--- src/sv/dpfe_pkg.sv ---
// ----------------------------------------------------------------------------
// Debug packet framer package
// Shared constants, the command record passed from the front end to the
// back end, and the hex digit lookup.
// ----------------------------------------------------------------------------
package dpfe_pkg;

   // Fixed field widths of the ports.
   localparam int BYTE_W    = 8;
   localparam int PKTLEN_W  = 16;
   localparam int MAXLEN_W  = 16;
   localparam logic [MAXLEN_W-1:0] MAXLEN_RESET = 16'd1024;

   // Width of the framed length counter; it saturates at its all-ones value.
   localparam int LENGTH_BITS = 16;
   // The limit compare must hold both the counter and the length register.
   localparam int CMP_W       = ((LENGTH_BITS > MAXLEN_W) ? LENGTH_BITS : MAXLEN_W) + 2;
   localparam logic [LENGTH_BITS-1:0] CNT_MAX = {LENGTH_BITS{1'b1}};

   // Framing characters.
   localparam logic [BYTE_W-1:0] CH_START = 8'h24;
   localparam logic [BYTE_W-1:0] CH_HASH  = 8'h23;
   localparam logic [BYTE_W-1:0] CH_ESC   = 8'h7D;
   localparam logic [BYTE_W-1:0] ESC_XOR  = 8'h20;
   localparam logic [3:0]        NIB_MASK = 4'hF;

   // Trailer length counted by the limit check.
   localparam int TRAILER_LEN = 3;

   // Link bytes one command can produce, in emission order.
   localparam int STEP_START = 0;
   localparam int STEP_ESC   = 1;
   localparam int STEP_DATA  = 2;
   localparam int STEP_HASH  = 3;
   localparam int STEP_HI    = 4;
   localparam int STEP_LO    = 5;
   localparam int NUM_STEPS  = 6;

   // Command queue between front and back end.
   localparam int QUEUE_DEPTH = 2;
   localparam int QPTR_W      = $clog2(QUEUE_DEPTH);
   localparam int QCNT_W      = $clog2(QUEUE_DEPTH + 1);

   typedef logic [NUM_STEPS-1:0] step_mask_type;

   typedef struct packed {
      logic              start;     // open the packet with '$'
      logic              esc;       // escape prefix before the data byte
      logic              data_vld;  // a body byte is emitted
      logic [BYTE_W-1:0] data;      // body byte before escaping
      logic              trailer;   // close with '#' and checksum digits
      logic              ovf;       // overflow state seen by the trailer
   } cmd_type;

   function automatic logic [BYTE_W-1:0] hex_digit(input logic [3:0] nib);
      logic [BYTE_W-1:0] ch;
      begin
         if (nib < 4'd10) begin
            ch = 8'h30 + {4'd0, nib};
         end else begin
            ch = 8'h57 + {4'd0, nib};
         end
         return ch;
      end
   endfunction

endpackage

--- src/sv/dpfe_front.sv ---
// ----------------------------------------------------------------------------
// Debug packet framer front end
// Accepts input items, tracks the packet length and overflow state, applies
// the length limit and issues one command per item that produces link bytes.
// ----------------------------------------------------------------------------
module dpfe_front (
   input  logic                               clock,
   input  logic                               reset,
   input  logic                               csr_we,
   input  logic [dpfe_pkg::MAXLEN_W-1:0]      csr_max_packet_len,
   input  logic                               req_push,
   output logic                               req_full,
   input  logic [dpfe_pkg::BYTE_W-1:0]        req_in_byte,
   input  logic                               req_mode,
   input  logic                               req_byte_valid,
   input  logic                               req_last_item,
   output logic                               cmd_push,
   output dpfe_pkg::cmd_type                  cmd_data,
   input  logic                               cmd_full
);

   logic [dpfe_pkg::MAXLEN_W-1:0]    max_len_ff;
   logic                             in_packet_ff, in_packet_in;
   logic [dpfe_pkg::LENGTH_BITS-1:0] cnt_ff, cnt_in;
   logic                             ovf_ff, ovf_in;

   logic                             accept;
   logic                             start;
   logic [dpfe_pkg::LENGTH_BITS-1:0] cnt0;
   logic                             ovf0;
   logic                             needs_esc;
   logic [dpfe_pkg::CMP_W-1:0]       need;
   logic [dpfe_pkg::CMP_W-1:0]       grown;
   logic                             fits;
   logic                             body_ok;
   logic                             dropped;

   assign req_full = cmd_full;
   assign accept   = req_push && !req_full;

   always_comb begin
      start     = !in_packet_ff;
      cnt0      = start ? dpfe_pkg::LENGTH_BITS'(1) : cnt_ff;
      ovf0      = start ? 1'b0 : ovf_ff;
      needs_esc = req_mode && ((req_in_byte == dpfe_pkg::CH_START) ||
                               (req_in_byte == dpfe_pkg::CH_HASH)  ||
                               (req_in_byte == dpfe_pkg::CH_ESC));
      need      = needs_esc ? dpfe_pkg::CMP_W'(2) : dpfe_pkg::CMP_W'(1);
      grown     = dpfe_pkg::CMP_W'(cnt0) + need;
      // The body byte must leave room for the three trailer bytes.
      fits      = (grown + dpfe_pkg::CMP_W'(dpfe_pkg::TRAILER_LEN)) <=
                  dpfe_pkg::CMP_W'(max_len_ff);
      body_ok   = req_byte_valid && !ovf0 && fits;
      dropped   = req_byte_valid && !ovf0 && !fits;

      if (body_ok) begin
         cnt_in = (grown > dpfe_pkg::CMP_W'(dpfe_pkg::CNT_MAX)) ?
                  dpfe_pkg::CNT_MAX : dpfe_pkg::LENGTH_BITS'(grown);
      end else begin
         cnt_in = cnt0;
      end
      ovf_in       = ovf0 || dropped;
      in_packet_in = !req_last_item;

      cmd_data.start    = start;
      cmd_data.esc      = body_ok && needs_esc;
      cmd_data.data_vld = body_ok;
      cmd_data.data     = req_in_byte;
      cmd_data.trailer  = req_last_item;
      cmd_data.ovf      = ovf_in;
   end

   // Items that produce no link byte never enter the queue.
   assign cmd_push = accept && (start || body_ok || req_last_item);

   always_ff @(posedge clock) begin
      if (reset) begin
         max_len_ff   <= dpfe_pkg::MAXLEN_RESET;
         in_packet_ff <= 1'b0;
         ovf_ff       <= 1'b0;
      end else begin
         if (csr_we) begin
            max_len_ff <= csr_max_packet_len;
         end
         if (accept) begin
            in_packet_ff <= in_packet_in;
            ovf_ff       <= ovf_in;
         end
      end
   end

   always_ff @(posedge clock) begin
      if (reset) begin
         cnt_ff <= '0;
      end else if (accept) begin
         cnt_ff <= cnt_in;
      end
   end

endmodule

--- src/sv/dpfe_cmd_queue.sv ---
// ----------------------------------------------------------------------------
// Debug packet framer command queue
// Small register queue that decouples the front end from the back end.
// ----------------------------------------------------------------------------
module dpfe_cmd_queue (
   input  logic              clock,
   input  logic              reset,
   input  logic              push,
   input  dpfe_pkg::cmd_type push_data,
   output logic              full,
   input  logic              pop,
   output dpfe_pkg::cmd_type head,
   output logic              empty
);

   dpfe_pkg::cmd_type entry_ff [dpfe_pkg::QUEUE_DEPTH];
   logic [dpfe_pkg::QPTR_W-1:0] wr_ptr_ff, rd_ptr_ff;
   logic [dpfe_pkg::QCNT_W-1:0] count_ff;
   logic                        do_push, do_pop;

   assign full    = (count_ff == dpfe_pkg::QCNT_W'(dpfe_pkg::QUEUE_DEPTH));
   assign empty   = (count_ff == '0);
   assign do_push = push && !full;
   assign do_pop  = pop && !empty;
   assign head    = entry_ff[rd_ptr_ff];

   always_ff @(posedge clock) begin
      if (reset) begin
         wr_ptr_ff <= '0;
         rd_ptr_ff <= '0;
         count_ff  <= '0;
      end else begin
         if (do_push) begin
            wr_ptr_ff <= (wr_ptr_ff == dpfe_pkg::QPTR_W'(dpfe_pkg::QUEUE_DEPTH - 1)) ?
                         '0 : wr_ptr_ff + 1'b1;
         end
         if (do_pop) begin
            rd_ptr_ff <= (rd_ptr_ff == dpfe_pkg::QPTR_W'(dpfe_pkg::QUEUE_DEPTH - 1)) ?
                         '0 : rd_ptr_ff + 1'b1;
         end
         if (do_push && !do_pop) begin
            count_ff <= count_ff + 1'b1;
         end else if (do_pop && !do_push) begin
            count_ff <= count_ff - 1'b1;
         end
      end
   end

   always_ff @(posedge clock) begin
      if (do_push) begin
         entry_ff[wr_ptr_ff] <= push_data;
      end
   end

endmodule

--- src/sv/dpfe_back.sv ---
// ----------------------------------------------------------------------------
// Debug packet framer back end
// Expands each command into link bytes, one per cycle unless stalled, keeping
// packet length and checksum, and holds the oldest byte in an output register.
// ----------------------------------------------------------------------------
module dpfe_back (
   input  logic                               clock,
   input  logic                               reset,
   input  dpfe_pkg::cmd_type                  cmd_head,
   input  logic                               cmd_empty,
   output logic                               cmd_pop,
   output logic [dpfe_pkg::BYTE_W-1:0]        rsp_out_byte,
   output logic                               rsp_end_of_packet,
   output logic                               rsp_overflow,
   output logic [dpfe_pkg::PKTLEN_W-1:0]      rsp_packet_length,
   output logic                               rsp_empty,
   input  logic                               rsp_pop
);

   dpfe_pkg::cmd_type                work_ff;
   dpfe_pkg::step_mask_type          mask_ff, mask_in;
   logic [dpfe_pkg::LENGTH_BITS-1:0] len_ff, len_in;
   logic [dpfe_pkg::BYTE_W-1:0]      sum_ff, sum_in;
   logic                             out_vld_ff;
   logic [dpfe_pkg::BYTE_W-1:0]      out_byte_ff, out_byte_in;
   logic                             out_eop_ff, out_eop_in;
   logic                             out_ovf_ff, out_ovf_in;
   logic [dpfe_pkg::LENGTH_BITS-1:0] out_len_ff;

   dpfe_pkg::step_mask_type          sel;
   dpfe_pkg::step_mask_type          mask_left;
   dpfe_pkg::step_mask_type          head_mask;
   logic                             out_load;
   logic                             advance;
   logic                             in_body;

   assign out_load = !out_vld_ff || rsp_pop;
   assign advance  = out_load && (mask_ff != '0);
   // Lowest pending step is the next link byte.
   assign sel      = mask_ff & (~mask_ff + 1'b1);

   always_comb begin
      head_mask = '0;
      head_mask[dpfe_pkg::STEP_START] = cmd_head.start;
      head_mask[dpfe_pkg::STEP_ESC]   = cmd_head.esc;
      head_mask[dpfe_pkg::STEP_DATA]  = cmd_head.data_vld;
      head_mask[dpfe_pkg::STEP_HASH]  = cmd_head.trailer;
      head_mask[dpfe_pkg::STEP_HI]    = cmd_head.trailer;
      head_mask[dpfe_pkg::STEP_LO]    = cmd_head.trailer;

      mask_left = advance ? (mask_ff & ~sel) : mask_ff;
      cmd_pop   = (mask_left == '0) && !cmd_empty;
      mask_in   = cmd_pop ? head_mask : mask_left;
   end

   always_comb begin
      out_byte_in = dpfe_pkg::CH_START;
      out_eop_in  = 1'b0;
      out_ovf_in  = 1'b0;
      in_body     = 1'b0;
      if (sel[dpfe_pkg::STEP_START]) begin
         out_byte_in = dpfe_pkg::CH_START;
      end else if (sel[dpfe_pkg::STEP_ESC]) begin
         out_byte_in = dpfe_pkg::CH_ESC;
         in_body     = 1'b1;
      end else if (sel[dpfe_pkg::STEP_DATA]) begin
         out_byte_in = work_ff.esc ? (work_ff.data ^ dpfe_pkg::ESC_XOR) : work_ff.data;
         in_body     = 1'b1;
      end else if (sel[dpfe_pkg::STEP_HASH]) begin
         out_byte_in = dpfe_pkg::CH_HASH;
         out_ovf_in  = work_ff.ovf;
      end else if (sel[dpfe_pkg::STEP_HI]) begin
         out_byte_in = dpfe_pkg::hex_digit(sum_ff[7:4] & dpfe_pkg::NIB_MASK);
         out_ovf_in  = work_ff.ovf;
      end else begin
         out_byte_in = dpfe_pkg::hex_digit(sum_ff[3:0] & dpfe_pkg::NIB_MASK);
         out_eop_in  = 1'b1;
         out_ovf_in  = work_ff.ovf;
      end

      // The opening marker restarts both the length and the checksum.
      if (sel[dpfe_pkg::STEP_START]) begin
         len_in = dpfe_pkg::LENGTH_BITS'(1);
         sum_in = '0;
      end else begin
         len_in = (len_ff == dpfe_pkg::CNT_MAX) ? len_ff : len_ff + 1'b1;
         sum_in = in_body ? (sum_ff + out_byte_in) : sum_ff;
      end
   end

   always_ff @(posedge clock) begin
      if (reset) begin
         mask_ff    <= '0;
         out_vld_ff <= 1'b0;
         len_ff     <= '0;
         sum_ff     <= '0;
      end else begin
         mask_ff <= mask_in;
         if (advance) begin
            len_ff <= len_in;
            sum_ff <= sum_in;
         end
         if (out_load) begin
            out_vld_ff <= advance;
         end
      end
   end

   always_ff @(posedge clock) begin
      if (cmd_pop) begin
         work_ff <= cmd_head;
      end
      if (advance) begin
         out_byte_ff <= out_byte_in;
         out_eop_ff  <= out_eop_in;
         out_ovf_ff  <= out_ovf_in;
         out_len_ff  <= len_in;
      end
   end

   assign rsp_empty         = !out_vld_ff;
   assign rsp_out_byte      = out_byte_ff;
   assign rsp_end_of_packet = out_eop_ff;
   assign rsp_overflow      = out_ovf_ff;
   assign rsp_packet_length = dpfe_pkg::PKTLEN_W'(out_len_ff);

endmodule

--- src/sv/debug_packet_framer_escaped.sv ---
// ----------------------------------------------------------------------------
// Debug packet framer with escaping
// Frames packets as '$' body '#' and two hex checksum digits, escaping
// '$', '#' and '}' in binary mode and enforcing a maximum framed length.
//
//   Channel   Ports                         Moves
//   req       req_push / req_full           one item per transfer
//   rsp       rsp_pop / rsp_empty           one framed link byte per transfer
//   csr       csr_we                        max_packet_len, written at once
//
// The back end emits one link byte per cycle while rsp is not stalled; an item
// produces 1 to 6 link bytes, 2 for an escaped body byte.
// The front end takes an item per cycle while the two-entry command queue
// has room; items that produce no link byte never enter the queue.
// An item is held in the queue, then the back end, then the output register.
// Reset is synchronous; it empties the queue and output, closes any packet
// and sets max_packet_len to 1024. A stall on rsp backs up into req_full.
// ----------------------------------------------------------------------------
module debug_packet_framer_escaped (
   input  logic                               clock,
   input  logic                               reset,
   input  logic                               csr_we,
   input  logic [dpfe_pkg::MAXLEN_W-1:0]      csr_max_packet_len,
   input  logic                               req_push,
   output logic                               req_full,
   input  logic [dpfe_pkg::BYTE_W-1:0]        req_in_byte,
   input  logic                               req_mode,
   input  logic                               req_byte_valid,
   input  logic                               req_last_item,
   output logic [dpfe_pkg::BYTE_W-1:0]        rsp_out_byte,
   output logic                               rsp_end_of_packet,
   output logic                               rsp_overflow,
   output logic [dpfe_pkg::PKTLEN_W-1:0]      rsp_packet_length,
   output logic                               rsp_empty,
   input  logic                               rsp_pop
);

   logic              cmd_push;
   dpfe_pkg::cmd_type cmd_data;
   logic              cmd_full;
   logic              cmd_pop;
   dpfe_pkg::cmd_type cmd_head;
   logic              cmd_empty;

   dpfe_front u_front (
      .clock              (clock),
      .reset              (reset),
      .csr_we             (csr_we),
      .csr_max_packet_len (csr_max_packet_len),
      .req_push           (req_push),
      .req_full           (req_full),
      .req_in_byte        (req_in_byte),
      .req_mode           (req_mode),
      .req_byte_valid     (req_byte_valid),
      .req_last_item      (req_last_item),
      .cmd_push           (cmd_push),
      .cmd_data           (cmd_data),
      .cmd_full           (cmd_full)
   );

   dpfe_cmd_queue u_queue (
      .clock     (clock),
      .reset     (reset),
      .push      (cmd_push),
      .push_data (cmd_data),
      .full      (cmd_full),
      .pop       (cmd_pop),
      .head      (cmd_head),
      .empty     (cmd_empty)
   );

   dpfe_back u_back (
      .clock             (clock),
      .reset             (reset),
      .cmd_head          (cmd_head),
      .cmd_empty         (cmd_empty),
      .cmd_pop           (cmd_pop),
      .rsp_out_byte      (rsp_out_byte),
      .rsp_end_of_packet (rsp_end_of_packet),
      .rsp_overflow      (rsp_overflow),
      .rsp_packet_length (rsp_packet_length),
      .rsp_empty         (rsp_empty),
      .rsp_pop           (rsp_pop)
   );

endmodule

--- config.mk ---
export PLATFORM = sky130hd
export DESIGN_NAME = debug_packet_framer_escaped
export DESIGN_NICKNAME = d
export VERILOG_FILES = /design/src/sv/dpfe_pkg.sv /design/src/sv/dpfe_front.sv /design/src/sv/dpfe_cmd_queue.sv /design/src/sv/dpfe_back.sv /design/src/sv/debug_packet_framer_escaped.sv
export SDC_FILE = /design/constraint.sdc
export NUM_CORES = 1
export LEC_CHECK = 0
export BUFFER_PORTS_ARGS = -buffer_cell sky130_fd_sc_hd__buf_2
export CAP_MARGIN = 30
export CORE_ASPECT_RATIO = 0.7
export CORE_MARGIN = 5
export CORE_UTILIZATION = 55
export DETAILED_ROUTE_END_ITERATION = 8
export GPL_TIMING_DRIVEN = 0
export PLACE_DENSITY = 0.74
export SYNTH_ARGS = -nofsm -noshare
export SYNTH_HDL_FRONTEND = slang
export SYNTH_SLANG_ARGS = --single-unit
export TNS_END_PERCENT = 5
--- constraint.sdc ---
create_clock -name clock -period 9.6 [get_ports clock]
set_input_delay 1.92 -clock clock [delete_from_list [all_inputs] [get_ports clock]]
set_output_delay 1.92 -clock clock [all_outputs]
set_load 0.1 [all_outputs]
# Word-level counts from Yosys, hierarchy flattened
# Memory sizes are Yosys's and may differ from the RTL's. A register that Yosys moved wholly into a read port is not among the register bits.
# Cells that the tools add are included.
# word_totals
reg_bits	105
ram_bits	26
input_bits	32
out_inout_bits	28
elab_cells	113
n_memories	1
# op_classes
add_sub_neg	13
n_lt_le_gt_ge	4
eq_ne	5
n_mux	31
bitwise_logic	5
n_reduce_logical	36
# mem_list
memory	words	word_bits	rd	rd_ports_with_merged_regs	write_ports	line	rtl
u_queue.entry_ff	2	13	1	1	1	dpfe_cmd_queue.sv:16	dpfe_pkg::cmd_type entry_ff [dpfe_pkg::QUEUE_DEPTH];
# ops
operator	n
2-to-1 mux 16 bit	5
2-to-1 mux 8 bit	9
adder 16 x 18 -> 18 bit	1
adder 18 x 2 -> 18 bit (second input constant)	1
greater-than comparator 18 x 16 -> 1 bit (second input constant)	1
less-or-equal comparator 18 x 16 -> 1 bit	1
2-to-1 mux 6 bit	3
adder 16 x 1 -> 16 bit (second input constant)	1
adder 7 x 4 -> 8 bit (first input constant)	2
== test 16 bit (second input constant)	1
== test 8 x 6 -> 1 bit (second input constant)	2
adder 6 x 4 -> 7 bit (first input constant)	2
logical AND 1 bit	13
bitwise AND 6 bit	2
inverter 6 bit	2
2-to-1 mux 1 bit	11
logical NOT 1 bit	9
adder 8 bit	1
== test 8 x 7 -> 1 bit (second input constant)	1
< comparator 4 bit (second input constant)	2
adder 6 x 1 -> 6 bit (second input constant)	1
logical NOT 6 bit	1
logical OR 1 bit	6
2-to-1 mux 2 bit	3
other kinds (11)	13

# Logic depth before layout (Yosys ltp)
# Gate-level depths: netlist (run 1).
# logic_depth
ltp_word	17
ltp_mapped	31
mapped_depth_nobuf	28

# Modules after synthesis
# Synthesis (run 1) repeated with hierarchy kept, for this count alone.
# unflattened
hier_cells	801
area_unflattened_um2	7563.5
# modules_own_cells
mod	instances	cells_per_inst	area_each_um2	seq_area_each_um2
dpfe_back	1	362	3514.6	1701.6
dpfe_front	1	374	2899.0	680.7
dpfe_cmd_queue	1	65	1149.9	880.8

# Least setup slack after synthesis (run 1)
# No wires, ideal clock.
# synth_timing
path_kind	input to register
from	input port req_in_byte[3] in the netlist's numbering
to	memory u_queue.entry_ff[0][0] in the netlist's numbering, enable pin
setup_time_ns	0.384
t_arrival_ns	6.910
t_required_ns	9.216
path_slack_ns	2.306
path_stages	24
n_path_buf	3
path_cell_list	or3_1 o21ai_0 nand4_1 fa_1 buf_6 nand3b_1 buf_6 xnor2_2 nand2_1 nor3_1 and3_1 nand2_1 nor2_1 xor2_1 ha_1 a211oi_1 o21ai_0 o31ai_1 nand3_1 a21o_1 buf_6 inv_4 o31a_4 nor2b_1
# synth_lines
element	line	rtl
start: declaration	debug_packet_framer_escaped.sv:26	input logic [dpfe_pkg::BYTE_W-1:0] req_in_byte,
end: declaration	dpfe_cmd_queue.sv:16	

==> flow_summary.json, run 1 <==
{
  "status": "finished clean",
  "wire_per_inst_um": 16.98,
  "path_clk_slew_ns": 0.06,
  "syn2layout_area_growth_pct": 15.19,
  "drc": 0,
  "io_pins": 60,
  "crit_path_start_kind": "input pin",
  "multiInputGateArea_um2": 3512,
  "grt_pass1_vias": 5570,
  "insertion_delay_ns": 0.42,
  "wl_um": 16760,
  "ctsHoldBuffers": 0,
  "die_x_um": 145.8,
  "crit_required_ns": 9.72,
  "cpMaxStageDelayCell": "o31ai_1",
  "synth-main-ff-cell": "dfxtp_1",
  "avgSynthCellArea_um2": 9.661,
  "antenna_found_initial": 0,
  "holdWs_ns": 0.4879,
  "grt_pass1_wl_um": 27810,
  "grt_max_degree": 36,
  "fin_crit_sh_pct": 83.97,
  "synth.distinct_cells": 71,
  "hold_violations": 0,
  "initial_core_util_pct": 56.58,
  "portBuffers": 57,
  "final_cell_mix": "nor2_1 (80), dfxtp_1 (70), nand2_1 (67), buf_2 (63), edfxtp_1 (62)",
  "gr-usage-all-layers_pct": 22.45,
  "via_count": 5755,
  "path_buf_inv": 7,
  "grt_overflow": 0,
  "synth_seq_cells": 132,
  "maxCapViolations": 0,
  "clock_sinks": 132,
  "via_per_inst": 5.831,
  "ant_nets": 0,
  "maxSlewHeadroom_pct": 43.63,
  "path_depth": 29,
  "final_nets": 877,
  "place.gp.congestion": 0.9497,
  "drt_iter0_drc": 477,
  "cts_resized": 0,
  "synth_nets": 800,
  "fill_cells": 1004,
  "worstPathArrival_ns": 8.18,
  "cpPeakStageDelay_ns": 0.57,
  "rsz0062_at_grt": "no",
  "crit_type": "in2reg",
  "drtPass1Iterations": 5,
  "placementRows": 34,
  "worst_pin_slew_ns": 0.8456,
  "coreArea_um2": 12550,
  "dpl_worst_slack_ns": 1.202,
  "finClkSkew_ns": 0.009013,
  "leakage_nw": 3.178,
  "post_cts_buffers": 0,
  "tns_ns": 0,
  "antennaDiodeCount": 0,
  "crit_path_end_kind": "register",
  "p_per_area_nw_per_um2": 322.4,
  "htree_levels": 4,
  "synth_area_um2": 7101,
  "setup_ws_ns": 1.539,
  "cts_buffers": 17,
  "yosysWarnings": 0,
  "floorplan.die_area_um2": 15320,
  "register_area_um2": 3263,
  "cts_root_buf": "clkbuf_16",
  "layout_commonest_cell": "nor2_1",
  "worstRegToRegCells": 27,
  "crit_family": "simple AND/OR/NAND/NOR gates",
  "hpwlAfterDp_um": 12310,
  "synthCells": 735,
  "holdPathStages": 1,
  "slew_violations": 0,
  "ir_drop_uv": 162.3,
  "cts_tree": "built",
  "die_y_um": 105.1,
  "clockBufferDepth": 2,
  "synth_edf_count": 62,
  "crit_fanout": 10,
  "fin_crit_ns": 8.061,
  "async_flop_share_pct": 0,
  "final-setup-viol-count": 0,
  "hold_path.class": "reg2reg",
  "seq_area_frac_synth_pct": 45.96,
  "post_route_cells_drive_above_1_share_pct": 16.00,
  "fmax_ghz": 0.1241
}
## per-layer routing
metal / vias up / track usage, % / part of all wire [%]
met5: - / 0 / 0
met4: 0 / 6.030 / 1.0
met3: 21 / 6.188 / 8.2
met2: 247 / 33.00 / 43
met1: 2683 / 32.69 / 48
li1: 2804 / - / -
## registers in the layout, summed over array words and instances (netlist names), named ones only
name	count
u_back.mask_ff	6
u_queue.entry_ff	26
u_back.out_vld_ff	1
u_back.sum_ff	8
u_queue.count_ff	2
u_back.rsp_overflow	1
u_back.rsp_packet_length	16
u_front.ovf_ff	1
u_queue.rd_ptr_ff	1
u_back.rsp_out_byte	8
u_front.max_len_ff	16
u_back.work_ff	10
u_front.cnt_ff	16
u_front.in_packet_ff	1
u_back.len_ff	16
u_queue.wr_ptr_ff	1
u_back.rsp_end_of_packet	1
## where the power goes
group / switching [W] / internal (W) / leakage (nW)
registers: 0.0000665 / 0.000785 / 1.16
clock network: 0.000250 / 0.000383 / 0.284
logic: 0.000890 / 0.000262 / 1.73
total: 0.00121 / 0.00143 / 3.18
## cells by family (layout without fill, tap and decap cells)
| kind of cell | count (synthesis) | count (layout) | synth area share [%] |
|---|---|---|---|
| AO/OA/AOI/OAI | 150 | 150 | 13.85 |
| AND/OR/NAND/NOR | 262 | 262 | 18.59 |
| multiplexers | 34 | 34 | 5.057 |
| adder cells (fa/ha/maj) | 35 | 35 | 6.308 |
| XOR/XNOR | 45 | 45 | 5.656 |
| buffers and inverters | 77 | 167 | 4.581 |
| flip-flops | 132 | 132 | 45.96 |
## final cells by class
| class | instances | share of cell area [%] |
|---|---|---|
| Inverter | 41 | 1.912 |
| Multi-Input combinational cell | 526 | 42.94 |
| Tap cell | 162 | 2.478 |
| Sequential cell | 132 | 39.90 |
| Clock inverter | 15 | 1.912 |
| Buffer | 36 | 2.080 |
| Timing Repair Buffer | 58 | 3.580 |
| Clock buffer | 17 | 5.201 |
## final timing paths
| check | from | endpoint | slack [ns] |
|---|---|---|---|
| worst max-delay path | req_in_byte[3] | u_queue.entry_ff[0][9] | 1.54 |
| worst min-delay path | u_front.cnt_ff[1] | u_front.cnt_ff[1] | 0.49 |
| worst max register to register | u_front.in_packet_ff | u_queue.entry_ff[0][9] | 2.68 |
| worst min register to register | u_front.cnt_ff[1] | u_front.cnt_ff[1] | 0.49 |
## synth_stat cells, types with 7 or more instances
library cell	count	share of area, %
a21oi_1	39	2.7
a22oi_1	10	1.1
a31oi_1	8	0.70
and3_1	7	0.62
clkbuf_1	20	1.1
dfxtp_1	70	20
edfxtp_1	62	26
ha_1	31	5.5
inv_1	38	2.0
mux2_2	11	1.7
mux2i_1	22	3.1
nand2_1	67	3.5
nand2b_1	9	0.79
nand3_1	20	1.4
nand4_1	16	1.4
nor2_1	80	4.2
nor3_1	12	0.85
o21ai_0	28	2.0
or3_1	7	0.62
xnor2_1	29	3.6
xor2_1	15	1.9
## stage by stage
step                      utilization, %  cells  instance area [um^2]  total power (W)
final                              65.17    987                  8179         0.002637
after global routing               65.17    987                  8179         0.002773
after CTS                          65.17    987                  8179         0.002639
after detailed placement           60.54    955                  7597         0.002003
after global placement             60.47    954                  7589         0.001963
after floorplan                        -    735                  7101         0.001770
Power figures use the tool's default switching activity.
==> run 2: changes to the inputs <==
ABC_AREA = 1   (was default)
PLACE_DENSITY = 0.77   (was 0.74)
clock period = 6.65 ns   (was 9.6 ns; I/O delays follow)
==> flow_summary.json, run 2 <==
{
  "status": "finished clean",
  "synth-main-ff-cell": "dfxtp_1",
  "wl_um": 17820,
  "slew_violations": 0,
  "synthCells": 918,
  "cts_root_buf": "clkbuf_16",
  "portBuffers": 58,
  "die_x_um": 148.4,
  "grt_overflow": 0,
  "final_cell_mix": "nand2_1 (175), inv_1 (143), a21oi_1 (85), dfxtp_1 (70), edfxtp_1 (62)",
  "ant_nets": 0,
  "via_per_inst": 5.430,
  "cpPeakStageDelay_ns": 0.49,
  "path_clk_slew_ns": 0.06,
  "hold_path.class": "reg2reg",
  "leakage_nw": 3.751,
  "place.gp.congestion": 0.9559,
  "via_count": 6402,
  "fin_crit_sh_pct": 92.45,
  "crit_fanout": 7,
  "hpwlAfterDp_um": 13120,
  "synth_area_um2": 7372,
  "clock_sinks": 132,
  "maxCapViolations": 0,
  "ctsHoldBuffers": 0,
  "dpl_worst_slack_ns": -0.4472,
  "crit_required_ns": 6.95,
  "worst_pin_slew_ns": 0.8597,
  "io_pins": 60,
  "crit_type": "in2reg",
  "drt_iter0_drc": 617,
  "grt_pass1_vias": 5931,
  "drc": 0,
  "yosys.area.top_type": "edfxtp_1",
  "seq_area_frac_synth_pct": 44.26,
  "crit_top_cell": "inv_1",
  "floorplan.die_area_um2": 15860,
  "final-setup-viol-count": 0,
  "utilization_pct": 65.09,
  "placementRows": 35,
  "synth_seq_cells": 132,
  "insertion_delay_ns": 0.42,
  "syn2layout_area_growth_pct": 15.99,
  "antennaDiodeCount": 0,
  "htree_levels": 4,
  "crit_path_end_kind": "register",
  "p_per_area_nw_per_um2": 467.7,
  "gr-usage-all-layers_pct": 23.12,
  "layout_commonest_cell": "nand2_1",
  "synth_commonest_cells": "nand2_1 (175), inv_1 (143), a21oi_1 (87)",
  "regMostFlops": "u_queue.entry_ff",
  "largest_reg_flops": 26,
  "synth_nets": 983,
  "place_area_um2": 7894,
  "hold_violations": 0,
  "synth_top_area_share_pct": 25.25,
  "grt_max_degree": 36,
  "synth_edf_count": 62,
  "stdcell_area_um2": 8551,
  "fin_crit_ns": 6.148,
  "synth.area.top_cells": "edfxtp_1 (25%), dfxtp_1 (19%), nand2_1 (8.9%), inv_1 (7.3%), a21oi_1 (5.9%)",
  "ir_drop_uv": 281.0,
  "fmax_ghz": 0.1627,
  "die_y_um": 106.9,
  "drtPass1Iterations": 7,
  "cts_tree": "built",
  "holdPathStages": 2,
  "rsz0062_at_grt": "yes",
  "clockBufferDepth": 2,
  "wire_per_inst_um": 15.12,
  "cts_buffers": 17,
  "p_total_w": 0.003999,
  "grt_pass1_wl_um": 29340,
  "setup_ws_ns": 0.5023,
  "avgSynthCellArea_um2": 8.031,
  "final_nets": 1065,
  "synth.most_common_cell": "nand2_1",
  "worstRegToRegCells": 30,
  "finClkSkew_ns": 0.009588,
  "async_flop_share_pct": 0,
  "maxSlewHeadroom_pct": 42.69,
  "cpMaxStageDelayCell": "fa_1",
  "antenna_found_initial": 0,
  "initial_core_util_pct": 56.11,
  "synth.distinct_cells": 43,
  "crit_path_start_kind": "input pin",
  "coreArea_um2": 13140,
  "worstPathArrival_ns": 6.44,
  "post_route_cells_drive_above_1_share_pct": 15.60,
  "yosysWarnings": 0
}
[run 2: cell count changes after synthesis, moves of 8 or more]
cell	delta
nand4_1	+12
o21ai_0	+25
a22oi_1	-8
nand2b_1	-9
inv_1	+105
nand3_1	+34
mux2i_1	-22
nand2_1	+108
a21oi_1	+48
nor2_1	-15
xnor2_1	-26
[run 2: area by class of cell]
type                            count  area, um^2
Fill cell                        1093        4587
Inverter                          149       559.3
Clock buffer                       17       425.4
Sequential cell                   132        3263
Multi-Input combinational cell    609        3442
Tap cell                          166       207.7
Clock inverter                     15       168.9
Buffer                             28       148.9
Timing Repair Buffer               63       335.3
[run 2: final timing paths]
check                        startpoint               endpoint  slack (ns)
setup / recovery         req_in_byte[4]    u_queue.count_ff[1]        0.50
hold reg to reg   u_front.max_len_ff[1]  u_front.max_len_ff[1]        0.46
setup reg to reg   u_front.in_packet_ff    u_queue.count_ff[1]        1.35
hold / removal    u_front.max_len_ff[1]  u_front.max_len_ff[1]        0.46
[run 2: kinds of logic after synthesis]
logic type	Yosys count	share of synthesized area [%]
flops	132	44.26
fa+ha+maj	33	5.804
simple gates	374	23.47
compound gates	168	12.46
buf+inv	177	9.589
xor+xnor	23	2.733
mux	11	1.680
[run 2: repair_timing]
item	4_1_cts	5_1_grt
endpoints found under the setup margin	7	48
hold endpoints to repair	0	0
buffers inserted	0	3
pin swaps	0	1
gates resized for setup	1	10
[run 2: worst max-delay path, delay by kind of cell]
kind,cells,cell delay [ns]
adder cells (fa/ha/maj),4,1.27
AO/OA/AOI/OAI,7,1.17
AND/OR/NAND/NOR,14,2.13
buffers and inverters,6,0.50
[run 2: metal layers]
metal	part of all wire [%]	vias up	GRT usage [%]	wire length, um
met2	41	238	32.66	7395
met1	49	2923	35.45	8719
met3	8.2	20	5.408	1461
met5	0	-	0	0
met4	1.4	0	5.999	244
li1	-	3221	-	-
[run 2: metrics by stage]
stage	hold WS (ns)	TNS, ns	instances
4_1_cts	0.4668	0	1176
6_report	0.4633	0	1179
3_5_place_dp	0.4572	-12.51	1144
3_3_place_gp	0.4518	-17.30	1142
2_1_floorplan	0.4373	0	918
5_1_grt	0.4862	-0.08319	1179
[run 2: report_power, final]
part | leakage [nW] | total, W | internal (W) | switching (W)
clock | 0.289 | 0.000949 | 0.000563 | 0.000386
sequential | 1.16 | 0.00129 | 0.00117 | 0.000115
combinational | 2.30 | 0.00176 | 0.000382 | 0.00138
total | 3.75 | 0.00400 | 0.00212 | 0.00188
==> run 3: changes to the inputs <==
PLACE_DENSITY = 0.86   (was 0.77)
==> flow_summary.json, run 3 (same netlist as run 2, synthesis figures left out) <==
{
  "crit_path_end_kind": "register",
  "hold_violations": 0,
  "cts_tree": "built",
  "cts_buffers": 17,
  "via_count": 6496,
  "maxCapViolations": 0,
  "grt_pass1_wl_um": 28340,
  "place_area_um2": 7886,
  "final-setup-viol-count": 0,
  "die_x_um": 148.4,
  "post_route_cells_drive_above_1_share_pct": 15.15,
  "regMostFlops": "u_queue.entry_ff",
  "cts_resized": 0,
  "route.met3.wl_um": 1677,
  "finClkSkew_ns": 0.008944,
  "worst_pin_slew_ns": 0.8257,
  "antenna_found_initial": 0,
  "cts_root_buf": "clkbuf_16",
  "ctsHoldBuffers": 0,
  "final_nets": 1062,
  "gr-usage-all-layers_pct": 22.13,
  "via_per_inst": 5.524,
  "layout_commonest_cell": "nand2_1",
  "ir_drop_uv": 270.8,
  "maxSlewHeadroom_pct": 44.95,
  "p_per_area_nw_per_um2": 460.1,
  "portBuffers": 58,
  "drc": 0,
  "leakage_nw": 3.698,
  "grt_pass1_vias": 5915,
  "status": "finished clean",
  "largest_reg_flops": 26,
  "stdcell_area_um2": 8464,
  "cpMaxStageDelayCell": "fa_2",
  "grt_max_degree": 36,
  "fin_crit_ns": 6.177,
  "grt_overflow": 0,
  "cpPeakStageDelay_ns": 0.50,
  "crit_type": "in2reg",
  "hold_path.class": "reg2reg",
  "final_cell_mix": "nand2_1 (175), inv_1 (143), a21oi_1 (85), dfxtp_1 (70), edfxtp_1 (62)",
  "highest-signal-layer": "met4",
  "path_buf_inv": 7,
  "wire_per_inst_um": 14.42,
  "place.gp.congestion": 0.9398,
  "wl_um": 16960,
  "coreArea_um2": 13140,
  "path_clk_slew_ns": 0.06,
  "placementRows": 35,
  "hpwlAfterDp_um": 12400,
  "clock_sinks": 132,
  "drtPass1Iterations": 6,
  "io_pins": 60,
  "fmax_ghz": 0.1619,
  "wl_met2_um": 7167,
  "antennaDiodeCount": 0,
  "post_cts_buffers": 0,
  "crit_required_ns": 6.96,
  "crit_path_start_kind": "input pin",
  "htree_levels": 4,
  "die_y_um": 106.9,
  "syn2layout_area_growth_pct": 14.82,
  "wl_met1_um": 7788,
  "insertion_delay_ns": 0.42,
  "slew_violations": 0,
  "crit_fanout": 10,
  "floorplan.die_area_um2": 15860,
  "drt_iter0_drc": 636,
  "initial_core_util_pct": 56.11,
  "crit_top_cell": "nand2_1",
  "holdWs_ns": 0.4606,
  "fill_cells": 1055,
  "crit_family": "simple AND/OR/NAND/NOR gates",
  "ant_nets": 0,
  "worstPathArrival_ns": 6.48,
  "fin_crit_sh_pct": 92.88,
  "clockBufferDepth": 2
}
## run 3: cell count changes in the layout (fill, tap and decap cells not counted), sizes merged
| cell | previous run | this run |
|---|---|---|
| clkinv | 3 | 10 |
| clkinvlp | 2 | 4 |
| bufinv | 2 | 1 |
| inv | 157 | 149 |
| buf | 71 | 68 |
## run 3: final cells by class
type                            instances  area [um^2]  area share [%]
Clock buffer                           17        425.4           5.026
Buffer                                 28        148.9           1.759
Timing Repair Buffer                   60        305.3           3.607
Inverter                              149        559.3           6.608
Clock inverter                         15        117.6           1.390
Sequential cell                       132         3263           38.55
Multi-Input combinational cell        609         3437           40.61
Tap cell                              166        207.7           2.454
## run 3: where the power goes
group	total [W]	switching (W)	internal, W
clock network	0.000860	0.000353	0.000507
logic	0.00176	0.00138	0.000379
registers	0.00128	0.000109	0.00117
## run 3: worst paths after layout
kind	startpoint	to	slack (ns)	depth (start not counted)
max	req_in_byte[4]	u_queue.count_ff[1]	0.47	35
min	u_front.max_len_ff[5]	u_front.max_len_ff[5]	0.46	2
max reg2reg	u_front.in_packet_ff	u_queue.count_ff[1]	1.30	34
min reg2reg	u_front.max_len_ff[5]	u_front.max_len_ff[5]	0.46	2
## run 3: tightest hold or removal path: cells and delay by family, from the launching register on
family | cells | cell delay (ns)
buf+inv | 1 | 0.06
flops | 1 | 0.30
compound gates | 1 | 0.06
## run 3: per-layer routing
layer	track usage, %	vias to the layer above
li1	-	3224
met1	31.71	2915
met2	33.05	315
met3	5.196	42
met4	7.449	0
met5	0	-
## run 3: metrics by stage
step | total power (W) | utilization, % | setup TNS [ns] | instances | setup WS, ns
after floorplan | 0.002658 | - | 0 | 918 | 0.6421
after global placement | 0.002974 | 59.90 | -10.07 | 1142 | -0.4017
after detailed placement | 0.003015 | 60.03 | -5.580 | 1144 | -0.2742
after CTS | 0.003885 | 64.16 | 0 | 1176 | 0.1129
after global routing | 0.004102 | 64.43 | -0.01978 | 1176 | -0.01978
final | 0.003895 | 64.43 | 0 | 1176 | 0.4732
